## config.mk

```make
export PLATFORM = sky130hd
export DESIGN_NAME = double_hash_table_insert
export DESIGN_NICKNAME = d
export VERILOG_FILES = /design/src/rtl/dht_pkg.sv /design/src/rtl/dht_ram.sv /design/src/rtl/dht_div.sv /design/src/rtl/dht_front.sv /design/src/rtl/dht_back.sv /design/src/rtl/double_hash_table_insert.sv
export SDC_FILE = /design/constraint.sdc
export NUM_CORES = 2
export LEC_CHECK = 0
export BUFFER_PORTS_ARGS = -buffer_cell sky130_fd_sc_hd__buf_2
export CAP_MARGIN = 20
export CORE_UTILIZATION = 40
export DETAILED_ROUTE_END_ITERATION = 7
export PLACE_DENSITY = 0.61
export SETUP_SLACK_MARGIN = 0.5
export SYNTH_ARGS = -nofsm -noshare
export SYNTH_HDL_FRONTEND = slang
export SYNTH_HIERARCHICAL = 1
export SYNTH_SLANG_ARGS = --single-unit
export TNS_END_PERCENT = 100
```

## constraint.sdc

```tcl
create_clock -name clk -period 7.7 [get_ports clk]
set_input_delay 0.385 -clock clk [delete_from_list [all_inputs] [get_ports clk]]
set_output_delay 0.385 -clock clk [all_outputs]
set_load 0.05 [all_outputs]
```

## src/rtl/dht_pkg.sv

```systemverilog
// shared types, constants and codes for the double hashing insert table
`timescale 1ns / 1ps
package dht_pkg;

	localparam int KEY_W     = 31;
	localparam int SLOT_W    = 7;
	localparam int CNT_W     = 8;
	localparam int STAT_W    = 2;
	localparam int TSIZE_W   = 8;
	localparam int PRIME_W   = 7;
	localparam int CFG_W     = 8;
	localparam int CFG_IDX_W = 1;
	localparam int Q_DEPTH   = 2;

	localparam int DEF_TABLE_DEPTH = 128;

	localparam logic [TSIZE_W-1:0] RST_TABLE_SIZE  = 8'd128;
	localparam logic [PRIME_W-1:0] RST_PROBE_PRIME = 7'd7;

	localparam logic [CFG_IDX_W-1:0] REG_TABLE_SIZE  = 1'b0;
	localparam logic [CFG_IDX_W-1:0] REG_PROBE_PRIME = 1'b1;

	localparam logic CMD_INSERT = 1'b0;
	localparam logic CMD_READ   = 1'b1;

	typedef enum logic [STAT_W-1:0] {
		STAT_OK      = 2'd0,
		STAT_FULL    = 2'd1,
		STAT_BAD_KEY = 2'd2
	} status_t;

	typedef enum logic [1:0] {
		CLS_READ,
		CLS_BAD_KEY,
		CLS_INSERT
	} class_t;

	typedef struct packed {
		class_t             cls;
		logic [KEY_W-1:0]   key;
		logic [SLOT_W-1:0]  slot;
	} item_t;

	typedef struct packed {
		logic  valid;
		item_t item;
	} q_head_t;

	typedef struct packed {
		logic pop;
		logic clearing;
	} back_ctl_t;

	typedef struct packed {
		logic [TSIZE_W-1:0] table_size;
		logic [PRIME_W-1:0] probe_prime;
	} cfg_t;

	typedef enum logic [3:0] {
		ST_CLEAR,
		ST_IDLE,
		ST_READ,
		ST_READ_DATA,
		ST_HASH,
		ST_STEP,
		ST_HOME_RD,
		ST_HOME_CHK,
		ST_PROBE_RD,
		ST_PROBE_CHK
	} back_state_t;

endpackage

```

## src/rtl/dht_ram.sv

```systemverilog
// generic single write, single read ram with registered read data
`timescale 1ns / 1ps
module dht_ram #(
	parameter int WIDTH = 8,
	parameter int DEPTH = 16
) (
	input  logic                     clk,
	input  logic                     we,
	input  logic [$clog2(DEPTH)-1:0] waddr,
	input  logic [WIDTH-1:0]         wdata,
	input  logic [$clog2(DEPTH)-1:0] raddr,
	output logic [WIDTH-1:0]         rdata
);

	logic [WIDTH-1:0] mem [DEPTH];

	always_ff @(posedge clk) begin
		if (we) begin
			mem[waddr] <= wdata;
		end
		rdata <= mem[raddr];
	end

endmodule

```

## src/rtl/dht_div.sv

```systemverilog
// iterative restoring remainder unit, one dividend bit per cycle
`timescale 1ns / 1ps
module dht_div #(
	parameter int DVD_W = 31,
	parameter int DVS_W = 8
) (
	input  logic             clk,
	input  logic             arst_n,
	input  logic             start,
	input  logic [DVD_W-1:0] dividend,
	input  logic [DVS_W-1:0] divisor,
	output logic             done,
	output logic [DVS_W-1:0] rem
);

	localparam int CW = $clog2(DVD_W + 1);

	logic             run_q;
	logic [CW-1:0]    cnt_q;
	logic [DVD_W-1:0] dvd_q;
	logic [DVS_W-1:0] dvs_q;
	logic [DVS_W-1:0] rem_q;
	logic             done_q;
	logic [DVS_W:0]   trial;

	assign trial = {rem_q, dvd_q[DVD_W-1]};

	always_ff @(posedge clk or negedge arst_n) begin
		if (!arst_n) begin
			run_q  <= 1'b0;
			done_q <= 1'b0;
			cnt_q  <= '0;
		end else begin
			done_q <= 1'b0;
			if (start) begin
				run_q <= 1'b1;
				cnt_q <= '0;
			end else if (run_q) begin
				cnt_q <= cnt_q + 1'b1;
				if (cnt_q == CW'(DVD_W - 1)) begin
					run_q  <= 1'b0;
					done_q <= 1'b1;
				end
			end
		end
	end

	always_ff @(posedge clk) begin
		if (start) begin
			dvd_q <= dividend;
			dvs_q <= divisor;
			rem_q <= '0;
		end else if (run_q) begin
			dvd_q <= {dvd_q[DVD_W-2:0], 1'b0};
			// partial remainder stays below the divisor
			if (trial >= {1'b0, dvs_q}) begin
				rem_q <= DVS_W'(trial - {1'b0, dvs_q});
			end else begin
				rem_q <= trial[DVS_W-1:0];
			end
		end
	end

	assign done = done_q;
	assign rem  = rem_q;

endmodule

```

## src/rtl/dht_front.sv

```systemverilog
// command intake: classifies each beat and queues it for the back end
`timescale 1ns / 1ps
module dht_front (
	input  logic                        clk,
	input  logic                        arst_n,
	input  logic                        start,
	input  logic                        command,
	input  logic [dht_pkg::KEY_W-1:0]   key,
	input  logic [dht_pkg::SLOT_W-1:0]  slot,
	output logic                        busy,
	output dht_pkg::q_head_t            head,
	input  dht_pkg::back_ctl_t          ctl
);

	localparam int PW = $clog2(dht_pkg::Q_DEPTH);
	localparam int NW = $clog2(dht_pkg::Q_DEPTH + 1);

	dht_pkg::item_t  entry_q [dht_pkg::Q_DEPTH];
	logic [PW-1:0]   wp_q;
	logic [PW-1:0]   rp_q;
	logic [NW-1:0]   cnt_q;
	dht_pkg::item_t  in_item;
	logic            push;
	logic            full;

	always_comb begin
		in_item.key  = key;
		in_item.slot = slot;
		priority if (command == dht_pkg::CMD_READ) begin
			in_item.cls = dht_pkg::CLS_READ;
		end else if (key == '0) begin
			in_item.cls = dht_pkg::CLS_BAD_KEY;
		end else begin
			in_item.cls = dht_pkg::CLS_INSERT;
		end
	end

	assign full = (cnt_q == NW'(dht_pkg::Q_DEPTH));
	assign busy = full | ctl.clearing;
	assign push = start & ~busy;

	always_ff @(posedge clk or negedge arst_n) begin
		if (!arst_n) begin
			wp_q  <= '0;
			rp_q  <= '0;
			cnt_q <= '0;
		end else begin
			if (push) begin
				wp_q <= (wp_q == PW'(dht_pkg::Q_DEPTH - 1)) ? '0 : wp_q + 1'b1;
			end
			if (ctl.pop) begin
				rp_q <= (rp_q == PW'(dht_pkg::Q_DEPTH - 1)) ? '0 : rp_q + 1'b1;
			end
			if (push & ~ctl.pop) begin
				cnt_q <= cnt_q + 1'b1;
			end else if (~push & ctl.pop) begin
				cnt_q <= cnt_q - 1'b1;
			end
		end
	end

	always_ff @(posedge clk) begin
		if (push) begin
			entry_q[wp_q] <= in_item;
		end
	end

	assign head.valid = (cnt_q != '0);
	assign head.item  = entry_q[rp_q];

endmodule

```

## src/rtl/dht_back.sv

```systemverilog
// execution sequencer: table clear, reads, hashing and probe loop
`timescale 1ns / 1ps
module dht_back #(
	parameter int TABLE_DEPTH = dht_pkg::DEF_TABLE_DEPTH
) (
	input  logic                        clk,
	input  logic                        arst_n,
	input  dht_pkg::cfg_t               cfg,
	input  dht_pkg::q_head_t            head,
	output dht_pkg::back_ctl_t          ctl,
	output logic                        done,
	output logic [dht_pkg::SLOT_W-1:0]  placed_slot,
	output logic [dht_pkg::KEY_W-1:0]   stored_key,
	output logic                        collided,
	output logic [dht_pkg::CNT_W-1:0]   probe_count,
	output logic [dht_pkg::STAT_W-1:0]  status
);

	localparam int IW  = $clog2(TABLE_DEPTH);
	localparam int SW  = $clog2(TABLE_DEPTH + 1);
	localparam int DVW = (SW > dht_pkg::PRIME_W) ? SW : dht_pkg::PRIME_W;

	dht_pkg::back_state_t state_q, state_d;

	logic [IW-1:0]                clr_q;
	logic [dht_pkg::KEY_W-1:0]    key_q;
	logic [dht_pkg::SLOT_W-1:0]   slot_q;
	logic                         slot_ok_q;
	logic [IW-1:0]                home_q;
	logic [IW-1:0]                idx_q;
	logic [SW-1:0]                step_q;
	logic [SW-1:0]                n_q;
	logic [dht_pkg::KEY_W-1:0]    home_key_q;

	logic                         done_q;
	logic [dht_pkg::SLOT_W-1:0]   placed_q;
	logic [dht_pkg::KEY_W-1:0]    stored_q;
	logic                         coll_q;
	logic [dht_pkg::CNT_W-1:0]    probes_q;
	dht_pkg::status_t             status_q;

	logic [SW-1:0]                size;
	logic [dht_pkg::PRIME_W-1:0]  prime;
	int unsigned                  ts_i;

	logic                         ram_we;
	logic [IW-1:0]                ram_waddr;
	logic [dht_pkg::KEY_W-1:0]    ram_wdata;
	logic [IW-1:0]                ram_raddr;
	logic [dht_pkg::KEY_W-1:0]    ram_rdata;

	logic                         diva_start, divb_start;
	logic                         diva_done, divb_done;
	logic [DVW-1:0]               diva_rem, divb_rem;
	logic [dht_pkg::KEY_W-1:0]    divb_dvd;
	logic [DVW-1:0]               divb_dvs;
	logic [dht_pkg::PRIME_W-1:0]  step_raw;

	logic [SW:0]                  sum;
	logic [IW-1:0]                idx_nxt;
	logic                         head_ins;
	logic                         head_rd;
	logic                         head_bad;

	// clamp the configured table size and prime
	always_comb begin
		ts_i = 32'(cfg.table_size);
		if (ts_i < 2) begin
			ts_i = 2;
		end
		if (ts_i > TABLE_DEPTH) begin
			ts_i = TABLE_DEPTH;
		end
		size  = SW'(ts_i);
		prime = (cfg.probe_prime == '0) ? dht_pkg::PRIME_W'(1) : cfg.probe_prime;
	end

	assign step_raw = prime - dht_pkg::PRIME_W'(divb_rem);

	// idx and step are both below size, so one subtract wraps
	assign sum     = {1'b0, SW'(idx_q)} + {1'b0, step_q};
	assign idx_nxt = (sum >= {1'b0, size}) ? IW'(sum - {1'b0, size}) : IW'(sum);

	assign head_ins = head.valid && (head.item.cls == dht_pkg::CLS_INSERT);
	assign head_rd  = head.valid && (head.item.cls == dht_pkg::CLS_READ);
	assign head_bad = head.valid && (head.item.cls == dht_pkg::CLS_BAD_KEY);

	always_comb begin
		state_d = state_q;
		unique case (state_q)
			dht_pkg::ST_CLEAR: begin
				if (clr_q == IW'(TABLE_DEPTH - 1)) begin
					state_d = dht_pkg::ST_IDLE;
				end
			end
			dht_pkg::ST_IDLE: begin
				if (head_rd) begin
					state_d = dht_pkg::ST_READ;
				end else if (head_ins) begin
					state_d = dht_pkg::ST_HASH;
				end
			end
			dht_pkg::ST_READ:      state_d = dht_pkg::ST_READ_DATA;
			dht_pkg::ST_READ_DATA: state_d = dht_pkg::ST_IDLE;
			dht_pkg::ST_HASH: begin
				if (diva_done) begin
					state_d = dht_pkg::ST_STEP;
				end
			end
			dht_pkg::ST_STEP: begin
				if (divb_done) begin
					state_d = dht_pkg::ST_HOME_RD;
				end
			end
			dht_pkg::ST_HOME_RD:  state_d = dht_pkg::ST_HOME_CHK;
			dht_pkg::ST_HOME_CHK: begin
				state_d = (ram_rdata == '0) ? dht_pkg::ST_IDLE : dht_pkg::ST_PROBE_RD;
			end
			dht_pkg::ST_PROBE_RD: state_d = dht_pkg::ST_PROBE_CHK;
			dht_pkg::ST_PROBE_CHK: begin
				if (ram_rdata == '0 || n_q == size) begin
					state_d = dht_pkg::ST_IDLE;
				end else begin
					state_d = dht_pkg::ST_PROBE_RD;
				end
			end
			default: state_d = dht_pkg::ST_IDLE;
		endcase
	end

	always_comb begin
		ctl.pop      = 1'b0;
		ctl.clearing = 1'b0;
		ram_we       = 1'b0;
		ram_waddr    = idx_q;
		ram_wdata    = key_q;
		ram_raddr    = idx_q;
		diva_start   = 1'b0;
		divb_start   = 1'b0;
		divb_dvd     = head.item.key;
		divb_dvs     = DVW'(prime);
		unique case (state_q)
			dht_pkg::ST_CLEAR: begin
				ctl.clearing = 1'b1;
				ram_we       = 1'b1;
				ram_waddr    = clr_q;
				ram_wdata    = '0;
			end
			dht_pkg::ST_IDLE: begin
				ctl.pop    = head.valid;
				diva_start = head_ins;
				divb_start = head_ins;
			end
			dht_pkg::ST_READ: begin
				ram_raddr = IW'(slot_q);
			end
			dht_pkg::ST_HASH: begin
				// second pass of the step unit reduces the step
				divb_start = diva_done;
				divb_dvd   = dht_pkg::KEY_W'(step_raw);
				divb_dvs   = DVW'(size);
			end
			dht_pkg::ST_HOME_RD: begin
				ram_raddr = home_q;
			end
			dht_pkg::ST_HOME_CHK: begin
				ram_we    = (ram_rdata == '0);
				ram_waddr = home_q;
			end
			dht_pkg::ST_PROBE_RD: begin
				ram_raddr = idx_nxt;
			end
			dht_pkg::ST_PROBE_CHK: begin
				ram_we = (ram_rdata == '0);
			end
			default: begin
			end
		endcase
	end

	always_ff @(posedge clk or negedge arst_n) begin
		if (!arst_n) begin
			state_q <= dht_pkg::ST_CLEAR;
			clr_q   <= '0;
			done_q  <= 1'b0;
		end else begin
			state_q <= state_d;
			if (state_q == dht_pkg::ST_CLEAR) begin
				clr_q <= clr_q + 1'b1;
			end
			done_q <= ((state_q == dht_pkg::ST_IDLE) && head_bad)
				|| (state_q == dht_pkg::ST_READ_DATA)
				|| ((state_q == dht_pkg::ST_HOME_CHK) && (ram_rdata == '0))
				|| ((state_q == dht_pkg::ST_PROBE_CHK)
					&& (ram_rdata == '0 || n_q == size));
		end
	end

	always_ff @(posedge clk) begin
		unique case (state_q)
			dht_pkg::ST_IDLE: begin
				key_q     <= head.item.key;
				slot_q    <= head.item.slot;
				slot_ok_q <= (32'(head.item.slot) < TABLE_DEPTH);
				placed_q  <= '0;
				stored_q  <= '0;
				coll_q    <= 1'b0;
				probes_q  <= '0;
				status_q  <= dht_pkg::STAT_BAD_KEY;
			end
			dht_pkg::ST_READ_DATA: begin
				placed_q <= slot_q;
				stored_q <= slot_ok_q ? ram_rdata : '0;
				coll_q   <= 1'b0;
				probes_q <= '0;
				status_q <= dht_pkg::STAT_OK;
			end
			dht_pkg::ST_HASH: begin
				if (diva_done) begin
					home_q <= IW'(diva_rem);
				end
			end
			dht_pkg::ST_STEP: begin
				if (divb_done) begin
					step_q <= SW'(divb_rem);
				end
			end
			dht_pkg::ST_HOME_CHK: begin
				home_key_q <= ram_rdata;
				idx_q      <= home_q;
				n_q        <= SW'(1);
				placed_q   <= dht_pkg::SLOT_W'(home_q);
				stored_q   <= key_q;
				coll_q     <= 1'b0;
				probes_q   <= '0;
				status_q   <= dht_pkg::STAT_OK;
			end
			dht_pkg::ST_PROBE_RD: begin
				idx_q <= idx_nxt;
			end
			dht_pkg::ST_PROBE_CHK: begin
				n_q    <= n_q + 1'b1;
				coll_q <= 1'b1;
				if (ram_rdata == '0) begin
					placed_q <= dht_pkg::SLOT_W'(idx_q);
					stored_q <= key_q;
					probes_q <= (32'(n_q) > 255) ? 8'd255 : dht_pkg::CNT_W'(n_q);
					status_q <= dht_pkg::STAT_OK;
				end else begin
					placed_q <= dht_pkg::SLOT_W'(home_q);
					stored_q <= home_key_q;
					probes_q <= (32'(size) > 255) ? 8'd255 : dht_pkg::CNT_W'(size);
					status_q <= dht_pkg::STAT_FULL;
				end
			end
			default: begin
			end
		endcase
	end

	dht_ram #(
		.WIDTH(dht_pkg::KEY_W),
		.DEPTH(TABLE_DEPTH)
	) u_ram (
		.clk   (clk),
		.we    (ram_we),
		.waddr (ram_waddr),
		.wdata (ram_wdata),
		.raddr (ram_raddr),
		.rdata (ram_rdata)
	);

	dht_div #(
		.DVD_W(dht_pkg::KEY_W),
		.DVS_W(DVW)
	) u_div_home (
		.clk      (clk),
		.arst_n   (arst_n),
		.start    (diva_start),
		.dividend (head.item.key),
		.divisor  (DVW'(size)),
		.done     (diva_done),
		.rem      (diva_rem)
	);

	dht_div #(
		.DVD_W(dht_pkg::KEY_W),
		.DVS_W(DVW)
	) u_div_step (
		.clk      (clk),
		.arst_n   (arst_n),
		.start    (divb_start),
		.dividend (divb_dvd),
		.divisor  (divb_dvs),
		.done     (divb_done),
		.rem      (divb_rem)
	);

	assign done        = done_q;
	assign placed_slot = placed_q;
	assign stored_key  = stored_q;
	assign collided    = coll_q;
	assign probe_count = probes_q;
	assign status      = status_q;

endmodule

```

## src/rtl/double_hash_table_insert.sv

```systemverilog
// top level of the double hashing insert table
//
//   channel   signals                                   handshake
//   command   start, command, key, slot                 beat taken when start & !busy
//   result    done, placed_slot, stored_key, collided,  one-cycle strobe on done
//             probe_count, status
//   config    cfg_we, cfg_index, cfg_data               write when cfg_we is high
//
// from the accepting edge to the result edge with the sequencer idle: a read passes
// the read states, a zero key only the idle state, an insert two remainder passes and
// a home slot read and check, then another read and check per probe of the table ram.
// after reset the table is cleared one slot a cycle, every slot in turn, with busy high.
// a two-beat queue lets commands be taken while the sequencer works; busy
// rises when it is full. results cannot be held off by the receiver.
`timescale 1ns / 1ps
module double_hash_table_insert #(
	parameter int TABLE_DEPTH = dht_pkg::DEF_TABLE_DEPTH
) (
	input  logic                          clk,
	input  logic                          arst_n,
	input  logic                          start,
	output logic                          busy,
	input  logic                          command,
	input  logic [dht_pkg::KEY_W-1:0]     key,
	input  logic [dht_pkg::SLOT_W-1:0]    slot,
	output logic                          done,
	output logic [dht_pkg::SLOT_W-1:0]    placed_slot,
	output logic [dht_pkg::KEY_W-1:0]     stored_key,
	output logic                          collided,
	output logic [dht_pkg::CNT_W-1:0]     probe_count,
	output logic [dht_pkg::STAT_W-1:0]    status,
	input  logic                          cfg_we,
	input  logic [dht_pkg::CFG_IDX_W-1:0] cfg_index,
	input  logic [dht_pkg::CFG_W-1:0]     cfg_data
);

	dht_pkg::cfg_t      cfg_q;
	dht_pkg::q_head_t   head;
	dht_pkg::back_ctl_t ctl;

	always_ff @(posedge clk or negedge arst_n) begin
		if (!arst_n) begin
			cfg_q.table_size  <= dht_pkg::RST_TABLE_SIZE;
			cfg_q.probe_prime <= dht_pkg::RST_PROBE_PRIME;
		end else if (cfg_we) begin
			unique case (cfg_index)
				dht_pkg::REG_TABLE_SIZE:  cfg_q.table_size <= cfg_data;
				dht_pkg::REG_PROBE_PRIME: begin
					cfg_q.probe_prime <= cfg_data[dht_pkg::PRIME_W-1:0];
				end
				default: begin
				end
			endcase
		end
	end

	dht_front u_front (
		.clk     (clk),
		.arst_n  (arst_n),
		.start   (start),
		.command (command),
		.key     (key),
		.slot    (slot),
		.busy    (busy),
		.head    (head),
		.ctl     (ctl)
	);

	dht_back #(
		.TABLE_DEPTH(TABLE_DEPTH)
	) u_back (
		.clk         (clk),
		.arst_n      (arst_n),
		.cfg         (cfg_q),
		.head        (head),
		.ctl         (ctl),
		.done        (done),
		.placed_slot (placed_slot),
		.stored_key  (stored_key),
		.collided    (collided),
		.probe_count (probe_count),
		.status      (status)
	);

endmodule

```

==> summary.md <==
| Metric | Value |
|---|---|
| Synth area leaders | edfxtp_1 76%, mux4_2 17%, mux2_2 0.68% |
| Routed len/inst | 32.9 um |
| Global-route wire length before repair | approximately 630 mm |
| Pin count of the biggest net entering global routing | 103 |
| Core area | roughly 420000 um^2 |
| Syn Std Cell Area | around 170000 um^2 |
| LEAKAGE | ~48 nW |
| CTS root buffer | clkbuf_16 |
| Starting Density | approximately 40% |
| Final worst path period share | around nine tenths |
| TritonCTS buffer count | ~430 |
| Worst-margin pin slew | 1.18 ns |
| RSZ-0062 raised after global routing | yes |
| Slew margin rel. | about a fifth |
| Fill cells | 33900 |
| Setup violators final | 0 |
| Initial antenna violation count | 33 |
| Syn Area/Cell | roughly 24 um^2 |
| End point of the critical path | u_back/u_ram/rdata[12] |
| Endpoints failing hold | 0 |
| Post-Place Worst Slack | 0.591 ns |
| R2R setup slack | 0.67 ns |
| Share of the synthesized area in the top cell type | 76.0% |
| Pwr Density | between 200 and 250 nW/um^2 |
| Arrival time at the worst endpoint | between 7 and 8 ns |
| Reg-to-Reg End | u_back/u_ram/rdata[12] |
| Clk sinks | 4366 |
| Post-synth cell types | ~70 |
| Drt via density | around 5.9 |
| Clk_skew | 0.0797 ns |
| ANT nets after route | 0 |
| # Max-Cap Violations | 0 |
| Drt pass-1 iters | 7 |
| Worst-path clk slew | roughly 0.060 ns |
| IO Count | between 100 and 150 |
| Syn. warnings | 6 |
| Synthesis-to-layout area growth | 15.3% |
| Leading cell types by count after synthesis | 4274 x edfxtp_1, 1302 x mux4_2, 218 x clkbuf_1 |
| Peak supply drop | ~0.00019 V |
| DR vias | 80900 |
| Final Power | approximately 0.047 W |
| Area after DPL | approximately 180000 um^2 |
| Post-synth net total | 7234 |
| R2R depth | 20 |
| Overflow after GRT | 0 |
| Iter 0 DRT Violations | around 11000 |
| GR Util All Layers | around a fifth |
| Worst flop-to-flop path startpoint | u_back/idx_q[1] |
| Num rows | about 240 |
| Layout cell share with drive strength beyond 1 | between 30% and 40% |
| Drc violations | 0 |
| Hold/Removal Path Class | in -> async |
| Asr flop ratio synth | under 10% |
| Vias in the first global route | just over 80000 |
| Port bufs | a little over 100 |
| Final min period | 7.03 ns |
| CP Launch Type | flop |
| Final instance area | between 150000 and 200000 um^2 |
| Final setup TNS | 0 ns |
| Critical Path RT | between 8 and 9 ns |
| Clk Latency, worst-skew pair | 1.00 ns |
| Fin util | roughly 46% |
| Crit path kind | reg -> reg |
| TritonCTS clock tree | yes |
| Post-Route WL | 452 mm |
| Die Span Y | roughly 650 um |
| Longest Clk Path Bufs | 4 |
| Synth Instances | 7133 |
| Crit Path Max Fanout | 34 |
| Kind of end point of the critical path | flop |
| Dpl hpwl | 267 mm |
| Count leader, synth | edfxtp_1 |
| Launch point of the worst path | u_back/idx_q[1] |
| Die width | 652 um |
| #FFs+latches synth | 4366 |
| Slew Viols, Final | 0 |
| Most used DFF post-synth | edfxtp_1 |
| Fmax | roughly 140 MHz |
| CTS H-tree lvls | 5 |
| Placer Congestion | between 0.8 and 0.9 |
| Sequential area share after synthesis | just under 80% |
| Synth area leader | edfxtp_1 |
| Final WS setup | 0.670 ns |
| NumNets Final | between 7000 and 8000 |
| Die area | roughly 420000 um^2 |
| Status | finished clean |
| Number of flops mapped to enable cells by yosys | ~4300 |
[placed cells by master, fill, tap and decap left out, types with 11 or more instances in the layout]
cell           Yosys  final
nand3_1           25     21
nand2_1           93     88
buf_12             0     52
bufinv_16          0     51
clkbuf_1         218     79
nand4_1           16     16
o21ai_0           47     41
mux2_2           102    102
ha_1              44     44
xnor2_1           26     26
clkbuf_16          0    434
mux4_2          1302   1302
inv_1             69     69
buf_4              0    286
diode_2            0     29
edfxtp_1        4274   4274
dlygate4sd3_1      0     59
buf_2             95    102
dfxtp_1           47     47
a22o_1            33     33
nor2b_4            3     34
nor2b_1           52     21
a211oi_1          14     14
nor2_1           212     91
xor2_1            17     17
dfrtp_1           41     40
a21oi_1           50     50
a21o_1            39     39
clkbuf_8           0     19
nor4_1            17     17
nand2b_1          13     13
clkinvlp_4         0     18
clkinv_2           0     80
mux2_4            47     47
mux2i_1           18     18
nor3_2             0     11
clkinv_1           0     80
nor2_4             0    120
and2_1            29     29
[logic make-up (layout without fill, tap and decap cells)]
logic type	count (synthesis)	count (layout)	share of synthesized area (%)
DFF	4366	4366	77.2
muxes	1469	1469	18.6
and+or+nand+nor	506	506	1.42
buffers and inverters	436	1375	1.07
AOI/OAI and AO/OA	264	264	1.09
adders and majority gates	49	49	0.385
xor gates and xnor gates	43	43	0.223
other	0	29	0
[per-stage QoR]
stage | std cells | hold slack, ns
floorplan | 7133 | 0.0894
global placement | 12900 | 0.455
detailed placement | 12900 | 0.458
CTS | 13700 | 0.00107
global route | 13700 | 0.0674
finish | 13700 | 0.0482
[how the worst min path moves through the flow]
stage / from / to / slack, ns / depth (start not counted)
after detailed placement: u_back/u_div_step/rem[7] / u_back/step_q[7] / 0.46 / 0
final: arst_n / cfg_q[12] / 0.05 / 3
after floorplan: arst_n / cfg_q[10] / 0.09 / 0
after CTS: arst_n / cfg_q[12] / 0.001 / 3
after global placement: u_back/u_div_home/rem[7] / u_back/u_div_home/rem[7] / 0.45 / 1
after global routing: arst_n / cfg_q[10] / 0.07 / 3
[layer usage]
| layer | share of wire, % | vias to the layer above | global-route usage [%] |
|---|---|---|---|
| li1 | - | 31700 | - |
| met1 | 41 | 44700 | 29.8 |
| met2 | 48 | 3931 | 33.5 |
| met3 | 8.8 | 582 | 3.73 |
| met4 | 2.7 | 8 | 5.34 |
| met5 | 0.010 | - | 0 |
[flip-flops by register name (all words and copies together), names as in the netlist, 15 cells and up]
register                 cells
u_back/stored_key           31
cfg_q                       15
u_back/u_div_home/dvd_q     31
u_back/home_key_q           31
u_back/key_q                31
u_back/u_ram/rdata          31
u_front/entry_q             80
u_back/u_ram/mem          3968
u_back/u_div_step/dvd_q     31
[worst max-delay path: stages, from the launching register on]
cell and delay (ns):
edfxtp_1 0.49, ha_1 0.38, a211oi_1 0.27, o21bai_1 0.15, a21oi_1 0.27, o21bai_1 0.10
a21oi_1 0.18, xnor2_1 0.16, ha_1 0.30, a221oi_1 0.30, o21ai_0 0.20, a211o_2 0.43
mux2_2 0.33, o21ai_4 0.19, buf_12 0.20, buf_12 0.24, buf_12 0.31, mux4_2 0.55
mux4_2 0.62, mux4_2 0.76, mux2_2 0.37
[where the power goes]
part           switching (W)  total, W  internal (W)
clock                0.00906    0.0213        0.0122
combinational       0.000108  0.000204     0.0000968
sequential         0.0000227    0.0257        0.0257
[cell type report]
type                    instances  area, um^2  share of cell area [%]
repair buffers                516        4680                    2.41
well taps                    5640        7060                    3.62
inverters                      70         263                   0.135
clock buffers                 528       11300                    5.81
clock inverters               261        2940                    1.51
multi-input cells            2331       37900                    19.5
diodes                         29        72.6                  0.0373
flip-flops and latches       4366      130000                    67.0
[repair_timing]
item / 4_1_cts / 5_1_grt
buffers inserted: 0 / 0
hold buffers: 59 / 0
endpoints found under the hold margin: 142 / 0
setup endpoints to repair: 0 / 17
gates resized for setup: 0 / 13
Power figures use the tool's default switching activity.
